File: src/rtl/effs_pkg.sv
// Shared types and constants for the escaped flag frame splitter.
`default_nettype none
package effs_pkg;

    localparam int SYMBOL_BITS     = 4;
    localparam int MASK_BITS       = 1 << SYMBOL_BITS;
    localparam int CFG_IDX_BITS    = 2;
    localparam int CFG_DATA_BITS   = MASK_BITS;
    localparam int QUEUE_DEPTH_DEF = 4;

    typedef logic [SYMBOL_BITS-1:0]   t_symbol;
    typedef logic [MASK_BITS-1:0]     t_follow_mask;
    typedef logic [CFG_IDX_BITS-1:0]  t_cfg_idx;
    typedef logic [CFG_DATA_BITS-1:0] t_cfg_data;

    localparam t_cfg_idx CFG_FLAG   = 2'd0;
    localparam t_cfg_idx CFG_ESCAPE = 2'd1;
    localparam t_cfg_idx CFG_FOLLOW = 2'd2;

    localparam t_symbol      FLAG_RESET   = 4'd15;
    localparam t_symbol      ESCAPE_RESET = 4'd14;
    localparam t_follow_mask FOLLOW_RESET = 16'h0990;

    typedef struct packed {
        t_symbol lead_sym;
        logic    lead_first;
        logic    lead_last;
        logic    pair;
        t_symbol tail_sym;
        logic    tail_last;
    } t_entry;

    typedef struct packed {
        logic full;
        logic empty;
    } t_queue_status;

endpackage
`default_nettype wire

File: src/rtl/effs_if.sv
// Valid/ready stream interfaces for input symbols and frame output symbols.
`default_nettype none
interface effs_in_if;
    logic             valid;
    logic             ready;
    effs_pkg::t_symbol in_symbol;

    modport source (output valid, output in_symbol, input ready);
    modport sink   (input valid, input in_symbol, output ready);
endinterface

interface effs_out_if;
    logic             valid;
    logic             ready;
    effs_pkg::t_symbol out_symbol;
    logic             frame_first;
    logic             frame_last;

    modport source (output valid, output out_symbol, output frame_first, output frame_last,
                    input ready);
    modport sink   (input valid, input out_symbol, input frame_first, input frame_last,
                    output ready);
endinterface
`default_nettype wire

File: src/rtl/effs_front.sv
// Front end: configuration registers, frame hunting state and symbol classification.
`default_nettype none
module effs_front (
    input  wire logic                 i_clk,
    input  wire logic                 i_rst_n,
    effs_in_if.sink                   i_in,
    input  wire logic                 i_cfg_we,
    input  wire effs_pkg::t_cfg_idx   i_cfg_index,
    input  wire effs_pkg::t_cfg_data  i_cfg_data,
    input  wire effs_pkg::t_queue_status i_qstat,
    output logic                      o_push,
    output effs_pkg::t_entry          o_entry
);
    import effs_pkg::*;

    t_symbol      r_flag;
    t_symbol      r_escape;
    t_follow_mask r_follow;

    t_symbol r_prev,    n_prev;
    logic    r_start,   n_start;
    logic    r_pending, n_pending;
    logic    r_inside,  n_inside;

    t_symbol sym;
    logic    accept;
    logic    closes;
    logic    follow_ok;

    assign i_in.ready = !i_qstat.full;
    assign accept     = i_in.valid && i_in.ready;
    assign sym        = i_in.in_symbol;
    assign closes     = (sym == r_flag) && (r_prev != r_escape);
    assign follow_ok  = r_follow[sym];

    always_ff @(posedge i_clk) begin
        if (!i_rst_n) begin
            r_flag   <= FLAG_RESET;
            r_escape <= ESCAPE_RESET;
            r_follow <= FOLLOW_RESET;
        end else if (i_cfg_we) begin
            case (i_cfg_index)
                CFG_FLAG:   r_flag   <= i_cfg_data[SYMBOL_BITS-1:0];
                CFG_ESCAPE: r_escape <= i_cfg_data[SYMBOL_BITS-1:0];
                CFG_FOLLOW: r_follow <= i_cfg_data[MASK_BITS-1:0];
                default: ;
            endcase
        end
    end

    always_comb begin
        n_prev    = r_prev;
        n_start   = r_start;
        n_pending = r_pending;
        n_inside  = r_inside;
        o_push    = 1'b0;
        o_entry   = '{lead_sym: sym, lead_first: 1'b0, lead_last: closes,
                      pair: 1'b0, tail_sym: sym, tail_last: closes};
        if (accept) begin
            n_prev = sym;
            if (r_inside) begin
                o_push = 1'b1;
                if (closes) begin
                    n_inside = 1'b0;
                    n_start  = 1'b1;
                end
            end else if (r_pending && follow_ok) begin
                o_push             = 1'b1;
                n_pending          = 1'b0;
                o_entry.lead_sym   = r_flag;
                o_entry.lead_first = 1'b1;
                o_entry.lead_last  = 1'b0;
                o_entry.pair       = 1'b1;
                if (closes) begin
                    n_start = 1'b1;
                end else begin
                    n_inside = 1'b1;
                end
            end else begin
                n_pending = (sym == r_flag) && (r_start || (r_prev != r_escape));
                n_start   = 1'b0;
            end
        end
    end

    always_ff @(posedge i_clk) begin
        if (!i_rst_n) begin
            r_prev    <= '0;
            r_start   <= 1'b1;
            r_pending <= 1'b0;
            r_inside  <= 1'b0;
        end else begin
            r_prev    <= n_prev;
            r_start   <= n_start;
            r_pending <= n_pending;
            r_inside  <= n_inside;
        end
    end

endmodule
`default_nettype wire

File: src/rtl/effs_queue.sv
// Short FIFO of classified entries between the front end and the output stage.
`default_nettype none
module effs_queue #(
    parameter int DEPTH = effs_pkg::QUEUE_DEPTH_DEF
) (
    input  wire logic                i_clk,
    input  wire logic                i_rst_n,
    input  wire logic                i_push,
    input  wire effs_pkg::t_entry    i_entry,
    input  wire logic                i_pop,
    output effs_pkg::t_entry         o_entry,
    output effs_pkg::t_queue_status  o_status
);
    import effs_pkg::*;

    localparam int PW = (DEPTH > 1) ? $clog2(DEPTH) : 1;
    localparam int CW = $clog2(DEPTH + 1);
    localparam logic [PW-1:0] LAST_PTR = PW'(DEPTH - 1);
    localparam logic [CW-1:0] FULL_CNT = CW'(DEPTH);

    t_entry          r_mem [DEPTH];
    logic [PW-1:0]   r_wptr, n_wptr;
    logic [PW-1:0]   r_rptr, n_rptr;
    logic [CW-1:0]   r_count, n_count;
    logic            do_push;
    logic            do_pop;

    assign o_status.full  = (r_count == FULL_CNT);
    assign o_status.empty = (r_count == '0);
    assign o_entry        = r_mem[r_rptr];
    assign do_push        = i_push && !o_status.full;
    assign do_pop         = i_pop && !o_status.empty;

    always_comb begin
        n_wptr  = r_wptr;
        n_rptr  = r_rptr;
        n_count = r_count;
        if (do_push) begin
            n_wptr = (r_wptr == LAST_PTR) ? '0 : r_wptr + PW'(1);
        end
        if (do_pop) begin
            n_rptr = (r_rptr == LAST_PTR) ? '0 : r_rptr + PW'(1);
        end
        if (do_push && !do_pop) begin
            n_count = r_count + CW'(1);
        end else if (do_pop && !do_push) begin
            n_count = r_count - CW'(1);
        end
    end

    always_ff @(posedge i_clk) begin
        if (do_push) begin
            r_mem[r_wptr] <= i_entry;
        end
    end

    always_ff @(posedge i_clk) begin
        if (!i_rst_n) begin
            r_wptr  <= '0;
            r_rptr  <= '0;
            r_count <= '0;
        end else begin
            r_wptr  <= n_wptr;
            r_rptr  <= n_rptr;
            r_count <= n_count;
        end
    end

endmodule
`default_nettype wire

File: src/rtl/effs_back.sv
// Output stage: drains queue entries and sends an opening flag pair as two transactions.
`default_nettype none
module effs_back (
    input  wire logic                    i_clk,
    input  wire logic                    i_rst_n,
    input  wire effs_pkg::t_entry        i_entry,
    input  wire effs_pkg::t_queue_status i_qstat,
    output logic                         o_pop,
    effs_out_if.source                   o_out
);
    import effs_pkg::*;

    logic    r_valid,     n_valid;
    t_symbol r_sym,       n_sym;
    logic    r_first,     n_first;
    logic    r_last,      n_last;
    logic    r_sec_valid, n_sec_valid;
    t_symbol r_sec_sym,   n_sec_sym;
    logic    r_sec_last,  n_sec_last;
    logic    out_free;

    assign out_free = !r_valid || o_out.ready;
    assign o_pop    = out_free && !r_sec_valid && !i_qstat.empty;

    assign o_out.valid       = r_valid;
    assign o_out.out_symbol  = r_sym;
    assign o_out.frame_first = r_first;
    assign o_out.frame_last  = r_last;

    always_comb begin
        n_valid     = r_valid;
        n_sym       = r_sym;
        n_first     = r_first;
        n_last      = r_last;
        n_sec_valid = r_sec_valid;
        n_sec_sym   = r_sec_sym;
        n_sec_last  = r_sec_last;
        if (out_free) begin
            if (r_sec_valid) begin
                n_valid     = 1'b1;
                n_sym       = r_sec_sym;
                n_first     = 1'b0;
                n_last      = r_sec_last;
                n_sec_valid = 1'b0;
            end else if (!i_qstat.empty) begin
                n_valid     = 1'b1;
                n_sym       = i_entry.lead_sym;
                n_first     = i_entry.lead_first;
                n_last      = i_entry.lead_last;
                n_sec_valid = i_entry.pair;
                n_sec_sym   = i_entry.tail_sym;
                n_sec_last  = i_entry.tail_last;
            end else begin
                n_valid = 1'b0;
            end
        end
    end

    always_ff @(posedge i_clk) begin
        if (!i_rst_n) begin
            r_valid     <= 1'b0;
            r_sec_valid <= 1'b0;
        end else begin
            r_valid     <= n_valid;
            r_sec_valid <= n_sec_valid;
        end
    end

    always_ff @(posedge i_clk) begin
        r_sym      <= n_sym;
        r_first    <= n_first;
        r_last     <= n_last;
        r_sec_sym  <= n_sec_sym;
        r_sec_last <= n_sec_last;
    end

endmodule
`default_nettype wire

File: src/rtl/escaped_flag_frame_splitter_core.sv
// Top level of the escaped flag frame splitter.
//
// Cuts flag-delimited frames out of a stream of 4-bit stuffed symbols and
// forwards only frame symbols, flags included, with frame_first on the opening
// flag and frame_last on the closing flag. One input symbol is accepted per
// clock; the front end decides each symbol in the cycle it is accepted and
// queues its results, so input acceptance stalls only when the QUEUE_DEPTH
// entry queue is full. An accepted start produces two output transactions
// (opening flag and follower) through the output register; all other frame
// symbols take one. Output valid rises only after an accepted symbol has
// passed through the queue and the output register. Configuration writes take
// effect on the next clock and are expected only while no symbol is in flight.
`default_nettype none
module escaped_flag_frame_splitter_core #(
    parameter int QUEUE_DEPTH = effs_pkg::QUEUE_DEPTH_DEF
) (
    input  wire logic                i_clk,
    input  wire logic                i_rst_n,
    effs_in_if.sink                  i_in,
    effs_out_if.source               o_out,
    input  wire logic                i_cfg_we,
    input  wire effs_pkg::t_cfg_idx  i_cfg_index,
    input  wire effs_pkg::t_cfg_data i_cfg_data
);
    import effs_pkg::*;

    t_entry        push_entry;
    t_entry        head_entry;
    t_queue_status qstat;
    logic          push;
    logic          pop;

    effs_front u_front (
        .i_clk       (i_clk),
        .i_rst_n     (i_rst_n),
        .i_in        (i_in),
        .i_cfg_we    (i_cfg_we),
        .i_cfg_index (i_cfg_index),
        .i_cfg_data  (i_cfg_data),
        .i_qstat     (qstat),
        .o_push      (push),
        .o_entry     (push_entry)
    );

    effs_queue #(
        .DEPTH (QUEUE_DEPTH)
    ) u_queue (
        .i_clk    (i_clk),
        .i_rst_n  (i_rst_n),
        .i_push   (push),
        .i_entry  (push_entry),
        .i_pop    (pop),
        .o_entry  (head_entry),
        .o_status (qstat)
    );

    effs_back u_back (
        .i_clk   (i_clk),
        .i_rst_n (i_rst_n),
        .i_entry (head_entry),
        .i_qstat (qstat),
        .o_pop   (pop),
        .o_out   (o_out)
    );

endmodule
`default_nettype wire

File: src/flat_wrapper.sv
// flat-port wrapper written by rule: the top's interface ports become plain ports
module escaped_flag_frame_splitter_core_flat import effs_pkg::*;
#(
    parameter int QUEUE_DEPTH = effs_pkg::QUEUE_DEPTH_DEF
)
  (i_clk, i_rst_n, i_cfg_we, i_cfg_index, i_cfg_data, i_in_valid, i_in_in_symbol, i_in_ready, o_out_valid, o_out_out_symbol, o_out_frame_first, o_out_frame_last, o_out_ready);
  effs_in_if i_in_i ();
  effs_out_if o_out_i ();
  input  wire logic i_clk;
  input  wire logic i_rst_n;
  input  wire logic i_cfg_we;
  input  wire effs_pkg::t_cfg_idx i_cfg_index;
  input  wire effs_pkg::t_cfg_data i_cfg_data;
  input wire logic [$bits(i_in_i.valid)-1:0] i_in_valid;
  input wire logic [$bits(i_in_i.in_symbol)-1:0] i_in_in_symbol;
  output wire logic [$bits(i_in_i.ready)-1:0] i_in_ready;
  output wire logic [$bits(o_out_i.valid)-1:0] o_out_valid;
  output wire logic [$bits(o_out_i.out_symbol)-1:0] o_out_out_symbol;
  output wire logic [$bits(o_out_i.frame_first)-1:0] o_out_frame_first;
  output wire logic [$bits(o_out_i.frame_last)-1:0] o_out_frame_last;
  input wire logic [$bits(o_out_i.ready)-1:0] o_out_ready;
  assign i_in_i.valid = i_in_valid;
  assign i_in_i.in_symbol = i_in_in_symbol;
  assign i_in_ready = i_in_i.ready;
  assign o_out_valid = o_out_i.valid;
  assign o_out_out_symbol = o_out_i.out_symbol;
  assign o_out_frame_first = o_out_i.frame_first;
  assign o_out_frame_last = o_out_i.frame_last;
  assign o_out_i.ready = o_out_ready;
  escaped_flag_frame_splitter_core #(.QUEUE_DEPTH(QUEUE_DEPTH)) u_core (.i_clk(i_clk), .i_rst_n(i_rst_n), .i_in(i_in_i), .o_out(o_out_i), .i_cfg_we(i_cfg_we), .i_cfg_index(i_cfg_index), .i_cfg_data(i_cfg_data));
endmodule
File: config.mk
export PLATFORM = sky130hd
export DESIGN_NAME = escaped_flag_frame_splitter_core_flat
export DESIGN_NICKNAME = d
export VERILOG_FILES = /design/src/rtl/effs_pkg.sv /design/src/rtl/effs_if.sv /design/src/rtl/effs_front.sv /design/src/rtl/effs_queue.sv /design/src/rtl/effs_back.sv /design/src/rtl/escaped_flag_frame_splitter_core.sv /design/src/flat_wrapper.sv
export SDC_FILE = /design/constraint.sdc
export NUM_CORES = 1
export LEC_CHECK = 0
export BUFFER_PORTS_ARGS = -buffer_cell sky130_fd_sc_hd__buf_2
export CORE_ASPECT_RATIO = 1.2
export CORE_MARGIN = 2
export CORE_UTILIZATION = 58
export DETAILED_ROUTE_END_ITERATION = 8
export PLACE_DENSITY = 0.78
export SYNTH_ARGS = -nofsm -noshare
export SYNTH_HDL_FRONTEND = slang
export SYNTH_SLANG_ARGS = --single-unit
File: constraint.sdc
create_clock -name i_clk -period 4 [get_ports i_clk]
set_clock_uncertainty 0.05 [all_clocks]
set_input_delay 0.2 -clock i_clk [delete_from_list [all_inputs] [get_ports i_clk]]
set_output_delay 0.2 -clock i_clk [all_outputs]
set_load 0.1 [all_outputs]
==> results of run 1 <==
==> worst max-delay path, cell delays in order, from the launching register on <==
cell and delay, ns:
dfxtp_1 0.35, mux4_2 0.24, nor2_2 0.05, nor4_4 0.44, o31ai_4 0.17, inv_1 0.09, ha_1 0.17, inv_1 0.07
fa_1 0.39, xor2_1 0.18, or3_1 0.30, a21oi_1 0.15
==> metal layers <==
metal	wire length (um)	vias up
met2	4030	53
met5	0	-
li1	-	1160
met1	3080	1198
met4	104	0
met3	206	7
==> state kept, by name (all words and copies together) (netlist names), named ones only <==
name                             count
u_core.u_front.r_escape              4
u_core.u_back.o_out.valid            1
u_core.u_front.r_flag                4
u_core.u_queue.r_wptr                2
u_core.u_front.r_follow             16
u_core.u_back.o_out.out_symbol       4
u_core.u_back.o_out.frame_last       1
u_core.u_front.r_start               1
u_core.u_front.r_inside              1
u_core.u_queue.r_rptr                2
u_core.u_front.r_prev                4
u_core.u_back.r_sec_valid            1
u_core.u_front.r_pending             1
u_core.u_queue.r_mem                44
u_core.u_back.r_sec_last             1
u_core.u_back.o_out.frame_first      1
u_core.u_back.r_sec_sym              4
u_core.u_queue.r_count               3
==> power by group through the flow <==
stage,sequential [mW],clock (mW),combinational [mW]
after global routing,1.32,0.756,0.793
after detailed placement,1.33,0,0.741
after global placement,1.32,0,0.728
final,1.30,0.701,0.748
after floorplan,1.53,0,0.388
after CTS,1.30,0.712,0.751
==> synth_stat cells (5+ instances only) <==
library cell,count,area [um2]
nand3_1,5,25.0
ha_1,6,75.1
inv_1,11,41.3
dfxtp_1,42,841
xor2_1,6,52.6
edfxtp_1,55,1650
nand2_1,54,203
mux2i_1,12,120
nor2_1,12,45.0
mux2_2,7,78.8
mux4_2,13,293
clkbuf_1,9,33.8
a21oi_1,21,105
nor2b_1,5,31.3
==> cell families (layout without fill, tap and decap cells) <==
group	after synthesis	count (layout)
buffers and inverters	26	68
DFF	97	97
and+or+nand+nor	98	98
xor gates and xnor gates	10	10
adders and majority gates	7	7
muxes	36	36
AOI/OAI and AO/OA	32	32
==> area by class of cell <==
type | instances | area (um2) | area share, %
timing repair buffer | 40 | 218 | 4.85
clock inverter | 3 | 43.8 | 0.975
clock buffer | 13 | 190 | 4.24
sequential | 97 | 2490 | 55.5
tap | 87 | 109 | 2.42
inverter | 12 | 45.0 | 1.00
multi-input combinational | 183 | 1390 | 31.0
==> what timing repair did <==
item | in CTS | in global routing
buffers inserted | 0 | 0
setup endpoints to repair | 0 | 0
endpoints found under the hold margin | 1 | 0
hold buffers | 1 | 0
==> how the worst min path moves through the flow <==
stage,cells after the start,end,startpoint
after floorplan,0,u_core.u_queue.r_mem[0][1]$_DFFE_PP_,i_in_in_symbol[0]
after global placement,3,u_core.u_front.r_follow[7]$_SDFFE_PN1P_,i_cfg_data[7]
after detailed placement,3,u_core.u_front.r_follow[11]$_SDFFE_PN1P_,i_cfg_data[11]
after CTS,3,u_core.u_front.r_follow[7]$_SDFFE_PN1P_,i_cfg_data[7]
after global routing,3,u_core.u_front.r_follow[8]$_SDFFE_PN1P_,i_cfg_data[8]
final,3,u_core.u_front.r_follow[7]$_SDFFE_PN1P_,i_cfg_data[7]
==> run summary, run 1 <==
Yosys warning total -> 0
Most frequent cells in the layout -> 55 x edfxtp_1, 54 x nand2_1, 42 x dfxtp_1
Worst Hold Class -> input port to register
Post-Synth Adder-Cell Area -> 2.38%
Largest net degree at the start of global routing -> 27
Final Setup Violations -> 0
Ys async rst share -> 0%
Clock Sinks -> 97
Core box area -> 0.00677 mm2
CP Data Arrival Time -> 2.96 ns
Max-slew violation count -> 0
LEAKAGE -> 1.66 nW
Sw power -> 0.930 mW
Starting Density -> 59.1%
Routability congestion estimate -> 0.813
Fillers -> 517
Peak VDD IR -> 0.448 mV
Initial DRC count -> 131
Commonest non-fill, non-tap cell in the layout -> edfxtp_1
Simple-gate share of the synthesized area -> 11.7%
Worst-path maximum fanout -> 7
Htree depth -> 3
# IOs -> 35
Main synth FF type -> edfxtp_1
Worst setup path endpoint -> u_core.u_queue.r_count[2]$_SDFFE_PN0P_
Pre-CTS WS -> 1.12 ns
Placement Cell Area -> 0.00425 mm2
Placed Cells -> 418
Flop pwr share -> 47.3%
Max_slew headroom -> 45.9%
Buffers on Ports -> 34
Syn Inst Count -> 306
Wirelength, routed -> 7.42 mm
Count of cell types in the netlist -> 44
Post-route ant nets -> 0
RSZ-0062 raised after global routing -> no
DP HPWL -> 5.07 mm
Post-Synth XOR/XNOR Area -> 2.19%
CTS root buffer -> clkbuf_8
Switching Fraction -> 33.8%
CTS tree -> yes
Compound-Gate Fraction of Synth Area -> 5.10%
TNS Setup -> 0 ns
First-pass DRT Iterations -> 4
Flops & latches, synth -> 97
GRT Max-Usage Layer -> met2
Worst hold margin -> 0.0158 ns
GR Util met1 -> 25.5%
Initial antenna violation count -> 0
Worst Path Class, Setup -> register to register
M2 GR Usage -> 39.4%
Logic pwr share -> 27.2%
Worst R2R Setup Slack -> 1.25 ns
Vias in the first global route -> 2509
Post-route cell area -> 0.00449 mm2
Reg-to-reg endpoint -> u_core.u_queue.r_count[2]$_SDFFE_PN0P_
Fin. Hold Viols -> 0
Final Critical Period -> 2.75 ns
Vias per std cell -> 5.56
Crit end category -> register
Startpoint Class -> register
Main combinational cell family by area after synthesis -> multiplexers
Final worst path period share -> 68.7%
Ant diodes -> 0
Reg-to-reg startpoint -> u_core.u_front.r_follow[0]$_SDFFE_PN0P_
Max frequency -> 364 MHz
Mapped cell area -> 0.00400 mm2
Mean Syn Cell Area -> 13.1 um2
Slew @ Worst Pin -> 0.810 ns
Final net count -> 377
Worst-case reg-to-reg path depth -> 11
Post-Route Utilization -> 66.3%
Site Rows -> 33
Met3 Use GR -> 3.44%
CP startpoint -> u_core.u_front.r_follow[0]$_SDFFE_PN0P_
First-pass GRT wire length -> 12.1 mm
Clk_lat worst skew -> 0.34 ns
CTS Buf Count -> 9
Total number of vias -> 2418
Die Width -> 79.8 um
Synth-to-Final Area Change -> 12.2%
Worst Path Required -> 4.21 ns
Total track usage -> 21.9%
Final Worst Setup Slack -> 1.25 ns
Die area -> 0.00758 mm2
Clock network fraction of total power -> 25.5%
DRC -> 0
Sequential-to-total area share from yosys stat -> 62.3%
Max Cap Viol -> 0
Post-Syn Nets -> 340
Mux share of post-synthesis cell area -> 13.4%
Clock transition at the registers of the reported paths -> 0.09 ns
Post-synth EDFFs -> 55
Die Height -> 95.0 um
Cts repair resizes -> 0
Power, Total -> 2.75 mW
Post-route insts no fill -> 435
Fraction of final layout cells sized beyond drive strength 1 -> 23.6%
Power Internal -> 1.82 mW
GR Overflow Total -> 0
Avg WL per Cell -> 17.1 um
Outcome -> completed
Clock Path Buffers -> 2
PwrDens -> 612 mW/mm2
No activity file was read; power rests on OpenSTA's default activity.
==> run 2, diff against run 1 <==
--- a/config.mk
+++ b/config.mk
@@ -8,9 +8,9 @@
 export BUFFER_PORTS_ARGS = -buffer_cell sky130_fd_sc_hd__buf_2
 export CORE_ASPECT_RATIO = 1.2
 export CORE_MARGIN = 2
-export CORE_UTILIZATION = 58
+export CORE_UTILIZATION = 53
 export DETAILED_ROUTE_END_ITERATION = 8
-export PLACE_DENSITY = 0.78
+export PLACE_DENSITY = 0.75
 export SYNTH_ARGS = -nofsm -noshare
 export SYNTH_HDL_FRONTEND = slang
 export SYNTH_SLANG_ARGS = --single-unit
==> constraint.sdc (replaced) <==
create_clock -name i_clk -period 2.4 [get_ports i_clk]
set_clock_uncertainty 0.05 [all_clocks]
set_input_delay 0.12 -clock i_clk [delete_from_list [all_inputs] [get_ports i_clk]]
set_output_delay 0.12 -clock i_clk [all_outputs]
set_load 0.1 [all_outputs]
==> run 2 against run 1 <==
The flow now finishes with violations (negative setup slack); combinational power is 79% higher; sequential share of layout area fell by 3.3 points; non-clock buffer count is 31 higher; critical path type unchanged; largest power group unchanged.
==> run summary, run 2 (same netlist as run 1, synthesis figures left out) <==
Final worst path period share -> 104% (was 68.7%)
Clock transition at the registers of the reported paths -> 0.09 ns (about the same)
Placement Cell Area -> 0.00436 mm2 (was 0.00425 mm2)
CTS tree -> yes (unchanged)
# IOs -> 35 (unchanged)
Total number of vias -> 2499 (was 2418)
Clk_lat worst skew -> 0.35 ns (was 0.34 ns)
First-pass GRT wire length -> 12.2 mm (was 12.1 mm)
GR Overflow Total -> 0 (unchanged)
RSZ-0062 raised after global routing -> yes (was no)
Slew @ Worst Pin -> 0.743 ns (was 0.810 ns)
Max reg flops -> 44 (unchanged)
Post-Route Utilization -> 65.8% (was 66.3%)
Worst path max stage delay -> 0.50 ns (was 0.44 ns)
CP cell instances -> mux4_2 > nor2_4 > nor3_4 > o31ai_4 > inv_1 > ha_2 > inv_2 > fa_2 > xor2_1 > or3_1 > a21oi_1 (was mux4_2 > nor2_2 > nor4_4 > o31ai_4 > inv_1 > ha_1 > inv_1 > fa_1 > xor2_1 > or3_1 > a21oi_1)
CP Data Arrival Time -> 2.73 ns (was 2.96 ns)
Met3 routed WL -> 280 um (was 206 um)
Final Setup Violations -> 2 (was 0)
Sw power -> 1.59 mW (was 0.930 mW)
Clock network fraction of total power -> 24.3% (was 25.5%)
Post-route cell area -> 0.00479 mm2 (was 0.00449 mm2)
Site Rows -> 34 (was 33)
Clock Sinks -> 97 (unchanged)
Final Worst Setup Slack -> -0.0984 ns (was 1.25 ns)
Power Internal -> 3.01 mW (was 1.82 mW)
Met2 WL -> 4.08 mm (was 4.03 mm)
Ant diodes -> 0 (unchanged)
First-pass DRT Iterations -> 4 (unchanged)
Fillers -> 522 (was 517)
Switching Fraction -> 34.5% (was 33.8%)
Crit end category -> register (unchanged)
Die Height -> 99.2 um (was 95.0 um)
Worst R2R Setup Slack -> -0.1 ns (was 1.25 ns)
Vias per std cell -> 5.33 (was 5.56)
Outcome -> complete, but fails checks (was completed)
Htree depth -> 3 (unchanged)
Avg WL per Cell -> 16.1 um (was 17.1 um)
Final net count -> 408 (was 377)
Worst Path Required -> 2.63 ns (was 4.21 ns)
TNS Setup -> -0.152 ns (was 0 ns)
Worst hold margin -> 0.0676 ns (was 0.0158 ns)
Power, Total -> 4.59 mW (was 2.75 mW)
Buffers on Ports -> 34 (unchanged)
Slowest cell on crit path -> mux4_2 (was nor4_4)
Worst-path maximum fanout -> 3 (was 7)
Final Critical Period -> 2.50 ns (was 2.75 ns)
Max-slew violation count -> 0 (unchanged)
CTS Buf Count -> 9 (unchanged)
DRC -> 0 (unchanged)
Total track usage -> 19.2% (was 21.9%)
Largest net degree at the start of global routing -> 17 (was 27)
Delay-heaviest family, CP -> simple AND/OR/NAND/NOR gates (unchanged)
Core box area -> 0.00727 mm2 (was 0.00677 mm2)
Vias in the first global route -> 2601 (was 2509)
Flop pwr share -> 46.5% (was 47.3%)
Clock Path Buffers -> 2 (unchanged)
PwrDens -> 959 mW/mm2 (was 612 mW/mm2)
CTS root buffer -> clkbuf_8 (unchanged)
DP HPWL -> 5.25 mm (was 5.07 mm)
Routability congestion estimate -> 0.733 (was 0.813)
Initial DRC count -> 152 (was 131)
Post-route ant nets -> 0 (unchanged)
Worst Path Class, Setup -> register to register (unchanged)
Top reg by flops -> u_core.u_queue.r_mem (unchanged)
Die area -> 0.00826 mm2 (was 0.00758 mm2)
Wirelength, routed -> 7.55 mm (was 7.42 mm)
Top Metal Used -> met4 (unchanged)
Synth-to-Final Area Change -> 19.6% (was 12.2%)
Worst Hold Class -> input port to register (unchanged)
Max Cap Viol -> 0 (unchanged)
Startpoint Class -> register (unchanged)
Buf/Inv on CP -> 2 (unchanged)
Fraction of final layout cells sized beyond drive strength 1 -> 29.6% (was 23.6%)
Max frequency -> 400 MHz (was 364 MHz)
Largest regs -> u_core.u_queue.r_mem x44, u_core.u_front.r_follow x16 (unchanged)
Initial antenna violation count -> 0 (unchanged)
Die Width -> 83.3 um (was 79.8 um)
Most frequent cells in the layout -> 55 x edfxtp_1, 54 x nand2_1, 38 x dfxtp_1 (was 55 x edfxtp_1, 54 x nand2_1, 42 x dfxtp_1)
Commonest non-fill, non-tap cell in the layout -> edfxtp_1 (unchanged)
Starting Density -> 55.0% (was 59.1%)
Logic pwr share -> 29.2% (was 27.2%)
Peak VDD IR -> 0.572 mV (was 0.448 mV)
Fin. Hold Viols -> 0 (unchanged)
M1 WL -> 3.01 mm (was 3.08 mm)
Max_slew headroom -> 50.3% (was 45.9%)
LEAKAGE -> 1.79 nW (was 1.66 nW)
Failing checks -> negative setup slack
==> run 2: cell types whose count changed in the layout (fill, tap and decap cells not counted), moves of 2 or more <==
cell / change
inv_6: +2
buf_4: +15
nor2_2: +4
dfxtp_1: -4
dfxtp_2: +4
dlygate4sd3_1: +16
nor2_1: -5
==> run 2: metal layers <==
| layer | global-route usage (%) | vias up |
|---|---|---|
| met4 | 9.58 | 0 |
| li1 | - | 1225 |
| met1 | 20.7 | 1202 |
| met3 | 4.73 | 14 |
| met2 | 34.9 | 58 |
| met5 | 0 | - |
==> run 2: power by group through the flow <==
stage	registers (mW)	clock network [mW]	logic, mW
floorplan	2.56	0	0.671
global placement	2.17	0	1.30
detailed placement	2.18	0	1.32
CTS	2.14	1.14	1.35
global route	2.17	1.21	1.44
finish	2.14	1.11	1.34
==> run 2: worst min-delay path: stages <==
cell and delay, ns:
buf_2 0.09, nand2_1 0.09, nand2_1 0.08, a21oi_1 0.05
==> run 2: repair_timing <==
action,4_1_cts,5_1_grt
hold endpoints to repair,24,0
hold buffers,17,0
resized for setup,3,6
pin swaps,1,4
setup endpoints to repair,13,24
setup buffers,1,2
==> run 2: area by class of cell <==
cell class	count	area, um2	share of cell area (%)
clock buffer	11	151	3.16
clock inverter	5	60.1	1.25
inverter	12	45.0	0.941
multi-input combinational	183	1430	29.9
sequential	97	2500	52.2
tap	90	113	2.35
timing repair buffer	71	490	10.2
==> run 2: worst paths after layout <==
kind / start / to / cells after the start
worst max-delay path: u_core.u_front.r_follow[14]$_SDFFE_PN0P_ / u_core.u_queue.r_count[2]$_SDFFE_PN0P_ / 11
worst min-delay path: i_in_valid / u_core.u_front.r_prev[3]$_SDFFE_PN0N_ / 4
worst max register to register: u_core.u_front.r_follow[14]$_SDFFE_PN0P_ / u_core.u_queue.r_count[2]$_SDFFE_PN0P_ / 11
worst min register to register: u_core.u_front.r_follow[13]$_SDFFE_PN0P_ / u_core.u_front.r_follow[13]$_SDFFE_PN0P_ / 2
==> run 2: stage by stage <==
stage               cells  setup slack [ns]
floorplan             306           -0.0811
detailed placement    433            -0.118
global route          469            -0.171
finish                469           -0.0984
global placement      433           -0.0390
CTS                   467           -0.0810
==> run 3, diff against run 2 <==
--- a/config.mk
+++ b/config.mk
@@ -5,6 +5,7 @@
 export SDC_FILE = /design/constraint.sdc
 export NUM_CORES = 1
 export LEC_CHECK = 0
+export ABC_AREA = 1
 export BUFFER_PORTS_ARGS = -buffer_cell sky130_fd_sc_hd__buf_2
 export CORE_ASPECT_RATIO = 1.2
 export CORE_MARGIN = 2
==> run 3 against run 2 <==
Synthesized area up 1.0%; fmax up 15%; critical endpoint unchanged; via count up 18%; the run now ends clean; flip-flop and latch count unchanged; largest cell class unchanged; utilization down 1.2 points; combinational power up 10%; sequential power about the same.
==> run summary, run 3 <==
Outcome -> completed (was complete, but fails checks)
Fin. Hold Viols -> 0 (unchanged)
Sw power -> 1.76 mW (was 1.59 mW)
CTS Buf Count -> 9 (unchanged)
Post-route cell area -> 0.00473 mm2 (was 0.00479 mm2)
Most frequent cell after synthesis -> nor2_1 (was edfxtp_1)
Top post-synthesis cells by area -> edfxtp_1 41%, dfxtp_1 21%, nor2_1 5.6%, o21ai_0 5.6%, nand2_1 5.3% (was edfxtp_1 41%, dfxtp_1 21%, mux4_2 7.3%, nand2_1 5.1%, mux2i_1 3.0%)
Htree depth -> 3 (unchanged)
Max Cap Viol -> 0 (unchanged)
Final Setup Violations -> 0 (was 2)
Total track usage -> 20.1% (was 19.2%)
Fraction of final layout cells sized beyond drive strength 1 -> 15.4% (was 29.6%)
Clk_lat worst skew -> 0.36 ns (was 0.35 ns)
Final net count -> 509 (was 408)
Max reg flops -> 44 (unchanged)
Post-Synth XOR/XNOR Area -> 1.73% (was 2.19%)
Clock Sinks -> 97 (unchanged)
Fillers -> 571 (was 522)
Wirelength, routed -> 7.78 mm (was 7.55 mm)
Max frequency -> 460 MHz (was 400 MHz)
Buffers on Ports -> 34 (unchanged)
# IOs -> 35 (unchanged)
TNS Setup -> 0 ns (was -0.152 ns)
Post-Synth Adder-Cell Area -> 2.35% (was 2.38%)
Flop pwr share -> 45.0% (was 46.5%)
Worst R2R Setup Slack -> 0.25 ns (was -0.1 ns)
Worst Path Class, Setup -> input port to register (was register to register)
Final Critical Period -> 2.17 ns (was 2.50 ns)
Worst-case reg-to-reg path depth -> 17 (was 11)
Final worst path period share -> 90.6% (was 104%)
Yosys warning total -> 0 (unchanged)
Compound-Gate Fraction of Synth Area -> 11.9% (was 5.10%)
Worst-path maximum fanout -> 7 (was 3)
Placed Cells -> 537 (was 433)
Peak VDD IR -> 0.952 mV (was 0.572 mV)
Avg WL per Cell -> 13.7 um (was 16.1 um)
Reg-to-reg startpoint -> u_core.u_front.r_follow[7]$_SDFFE_PN1P_ (was u_core.u_front.r_follow[14]$_SDFFE_PN0P_)
Ys async rst share -> 0% (unchanged)
Synth area leader -> edfxtp_1 (unchanged)
Initial DRC count -> 157 (was 152)
Mux share of post-synthesis cell area -> 0% (was 13.4%)
Flops & latches, synth -> 97 (unchanged)
Total number of vias -> 2957 (was 2499)
First-pass DRT Iterations -> 4 (unchanged)
CP Data Arrival Time -> 2.38 ns (was 2.73 ns)
Vias in the first global route -> 2928 (was 2601)
Startpoint Class -> input port (was register)
Worst Path Required -> 2.61 ns (was 2.63 ns)
Final Worst Setup Slack -> 0.225 ns (was -0.0984 ns)
Die Height -> 99.7 um (was 99.2 um)
Worst Hold Launch -> i_cfg_data[5] (was i_in_valid)
GR Overflow Total -> 0 (unchanged)
Clock transition at the registers of the reported paths -> 0.09 ns (about the same)
Clock Path Buffers -> 2 (unchanged)
Crit end category -> register (unchanged)
Clock network fraction of total power -> 24.0% (was 24.3%)
Commonest non-fill, non-tap cell in the layout -> nor2_1 (was edfxtp_1)
Switching Fraction -> 36.9% (was 34.5%)
Post-synth EDFFs -> 55 (unchanged)
Simple-gate share of the synthesized area -> 15.5% (was 11.7%)
Placement Cell Area -> 0.00434 mm2 (was 0.00436 mm2)
CTS root buffer -> clkbuf_8 (unchanged)
Routability congestion estimate -> 0.840 (was 0.733)
CTS tree -> yes (unchanged)
First-pass GRT wire length -> 13.2 mm (was 12.2 mm)
Slew @ Worst Pin -> 0.614 ns (was 0.743 ns)
Hold depth -> 3 (was 4)
PwrDens -> 1010 mW/mm2 (was 959 mW/mm2)
Core box area -> 0.00732 mm2 (was 0.00727 mm2)
Die area -> 0.00834 mm2 (was 0.00826 mm2)
Most frequent cells in the layout -> 60 x nor2_1, 55 x nand2_1, 55 x edfxtp_1 (was 55 x edfxtp_1, 54 x nand2_1, 38 x dfxtp_1)
Post-route ant nets -> 0 (unchanged)
Post-CTS Repair Setup Buffers -> 0 (was 1)
Main synth FF type -> edfxtp_1 (unchanged)
Initial antenna violation count -> 0 (unchanged)
Mean Syn Cell Area -> 9.65 um2 (was 13.1 um2)
DRC -> 0 (unchanged)
Die Width -> 83.7 um (was 83.3 um)
Power Internal -> 3.00 mW (was 3.01 mW)
Synth-to-Final Area Change -> 17.0% (was 19.6%)
Max_slew headroom -> 59.0% (was 50.3%)
Main combinational cell family by area after synthesis -> simple AND/OR/NAND/NOR gates (was multiplexers)
Largest net degree at the start of global routing -> 40 (was 17)
RSZ-0062 raised after global routing -> no (was yes)
Worst Hold Class -> input port to register (unchanged)
Largest regs -> u_core.u_queue.r_mem x44, u_core.u_front.r_follow x16 (unchanged)
Vias per std cell -> 5.19 (was 5.33)
CP startpoint -> i_in_in_symbol[3] (was u_core.u_front.r_follow[14]$_SDFFE_PN0P_)
Site Rows -> 34 (unchanged)
Max-slew violation count -> 0 (unchanged)
Starting Density -> 55.2% (was 55.0%)
Pre-CTS WS -> 0.0683 ns (was -0.118 ns)
Post-route insts no fill -> 570 (was 469)
Sequential-to-total area share from yosys stat -> 61.7% (was 62.3%)
Post-synth top cells -> 60 x nor2_1, 57 x nand2_1, 55 x edfxtp_1 (was 55 x edfxtp_1, 54 x nand2_1, 42 x dfxtp_1)
DP HPWL -> 5.25 mm (about the same)
Syn Inst Count -> 419 (was 306)
Mapped cell area -> 0.00404 mm2 (was 0.00400 mm2)
Count of cell types in the netlist -> 29 (was 44)
Ant diodes -> 0 (unchanged)
Post-synth top area share -> 40.9% (was 41.3%)
Post-Syn Nets -> 453 (was 340)
Logic pwr share -> 31.0% (was 29.2%)
Top reg by flops -> u_core.u_queue.r_mem (unchanged)
LEAKAGE -> 1.95 nW (was 1.79 nW)
==> run 3: cell types whose count changed after synthesis, moves of 7 or more <==
cell / before / now
inv_1: 11 / 48
mux2_2: 7 / 0
mux2i_1: 12 / 0
mux4_2: 13 / 0
nand3_1: 5 / 23
nor2_1: 12 / 60
o21ai_0: 3 / 45
==> run 3: cells by family after synthesis <==
group / Yosys count
AO/OA/AOI/OAI: 90
adder cells (fa/ha/maj): 7
XOR/XNOR: 8
flip-flops: 97
buffers and inverters: 67
AND/OR/NAND/NOR: 150
==> run 3: worst max-delay path, cell delays in order <==
cell           delay [ns]
dlygate4sd3_1        0.53
buf_2                0.17
inv_1                0.14
nand3_1              0.09
nand2_1              0.09
nand2_2              0.06
nand2_2              0.07
nand2_2              0.07
inv_1                0.06
ha_1                 0.13
inv_1                0.07
fa_2                 0.35
a21oi_1              0.15
o21ai_1              0.09
o21ai_1              0.12
a21oi_1              0.06
==> run 3: what timing repair did <==
item | CTS | global route
resized for setup | 0 | 4
endpoints found under the hold margin | 25 | 0
hold buffers | 17 | 0
endpoints found under the setup margin | 0 | 1
==> run 3: path summary, 6_finish.rpt <==
path / endpoint
min: u_core.u_front.r_follow[5]$_SDFFE_PN0P_
min reg2reg: u_core.u_front.r_follow[5]$_SDFFE_PN0P_
max: u_core.u_queue.r_count[2]$_SDFFE_PN0P_
max reg2reg: u_core.u_queue.r_count[2]$_SDFFE_PN0P_
==> run 3: final cells by class <==
| class | count | area (um2) | area share, % |
|---|---|---|---|
| clock buffer | 10 | 128 | 2.70 |
| sequential | 97 | 2490 | 52.8 |
| clock inverter | 6 | 91.3 | 1.93 |
| inverter | 51 | 196 | 4.15 |
| tap | 90 | 113 | 2.38 |
| timing repair buffer | 61 | 415 | 8.78 |
| multi-input combinational | 255 | 1290 | 27.3 |
==> run 3: per-layer routing <==
layer / wire [um] / global-route usage, %
met3: 334 / 3.07
met2: 3890 / 35.6
met1: 3340 / 23.4
met5: 0 / 0
met4: 221 / 11.0
==> run 3: metrics by stage <==
stage                     util (%)  power (mW)  hold WS (ns)
after detailed placement      59.3        3.63         0.286
after CTS                     64.6        4.77       0.00173
after global routing          64.6        5.02        0.0191
after floorplan                  -        3.30         0.169
final                         64.6        4.76       0.00585
after global placement        59.3        3.59         0.281
==> run 3: power by group through the flow <==
stage	clock, mW	sequential, mW	combinational, mW
after floorplan	0	2.61	0.691
after global placement	0	2.17	1.42
after detailed placement	0	2.18	1.45
after CTS	1.16	2.14	1.48
after global routing	1.22	2.16	1.63
final	1.14	2.14	1.48
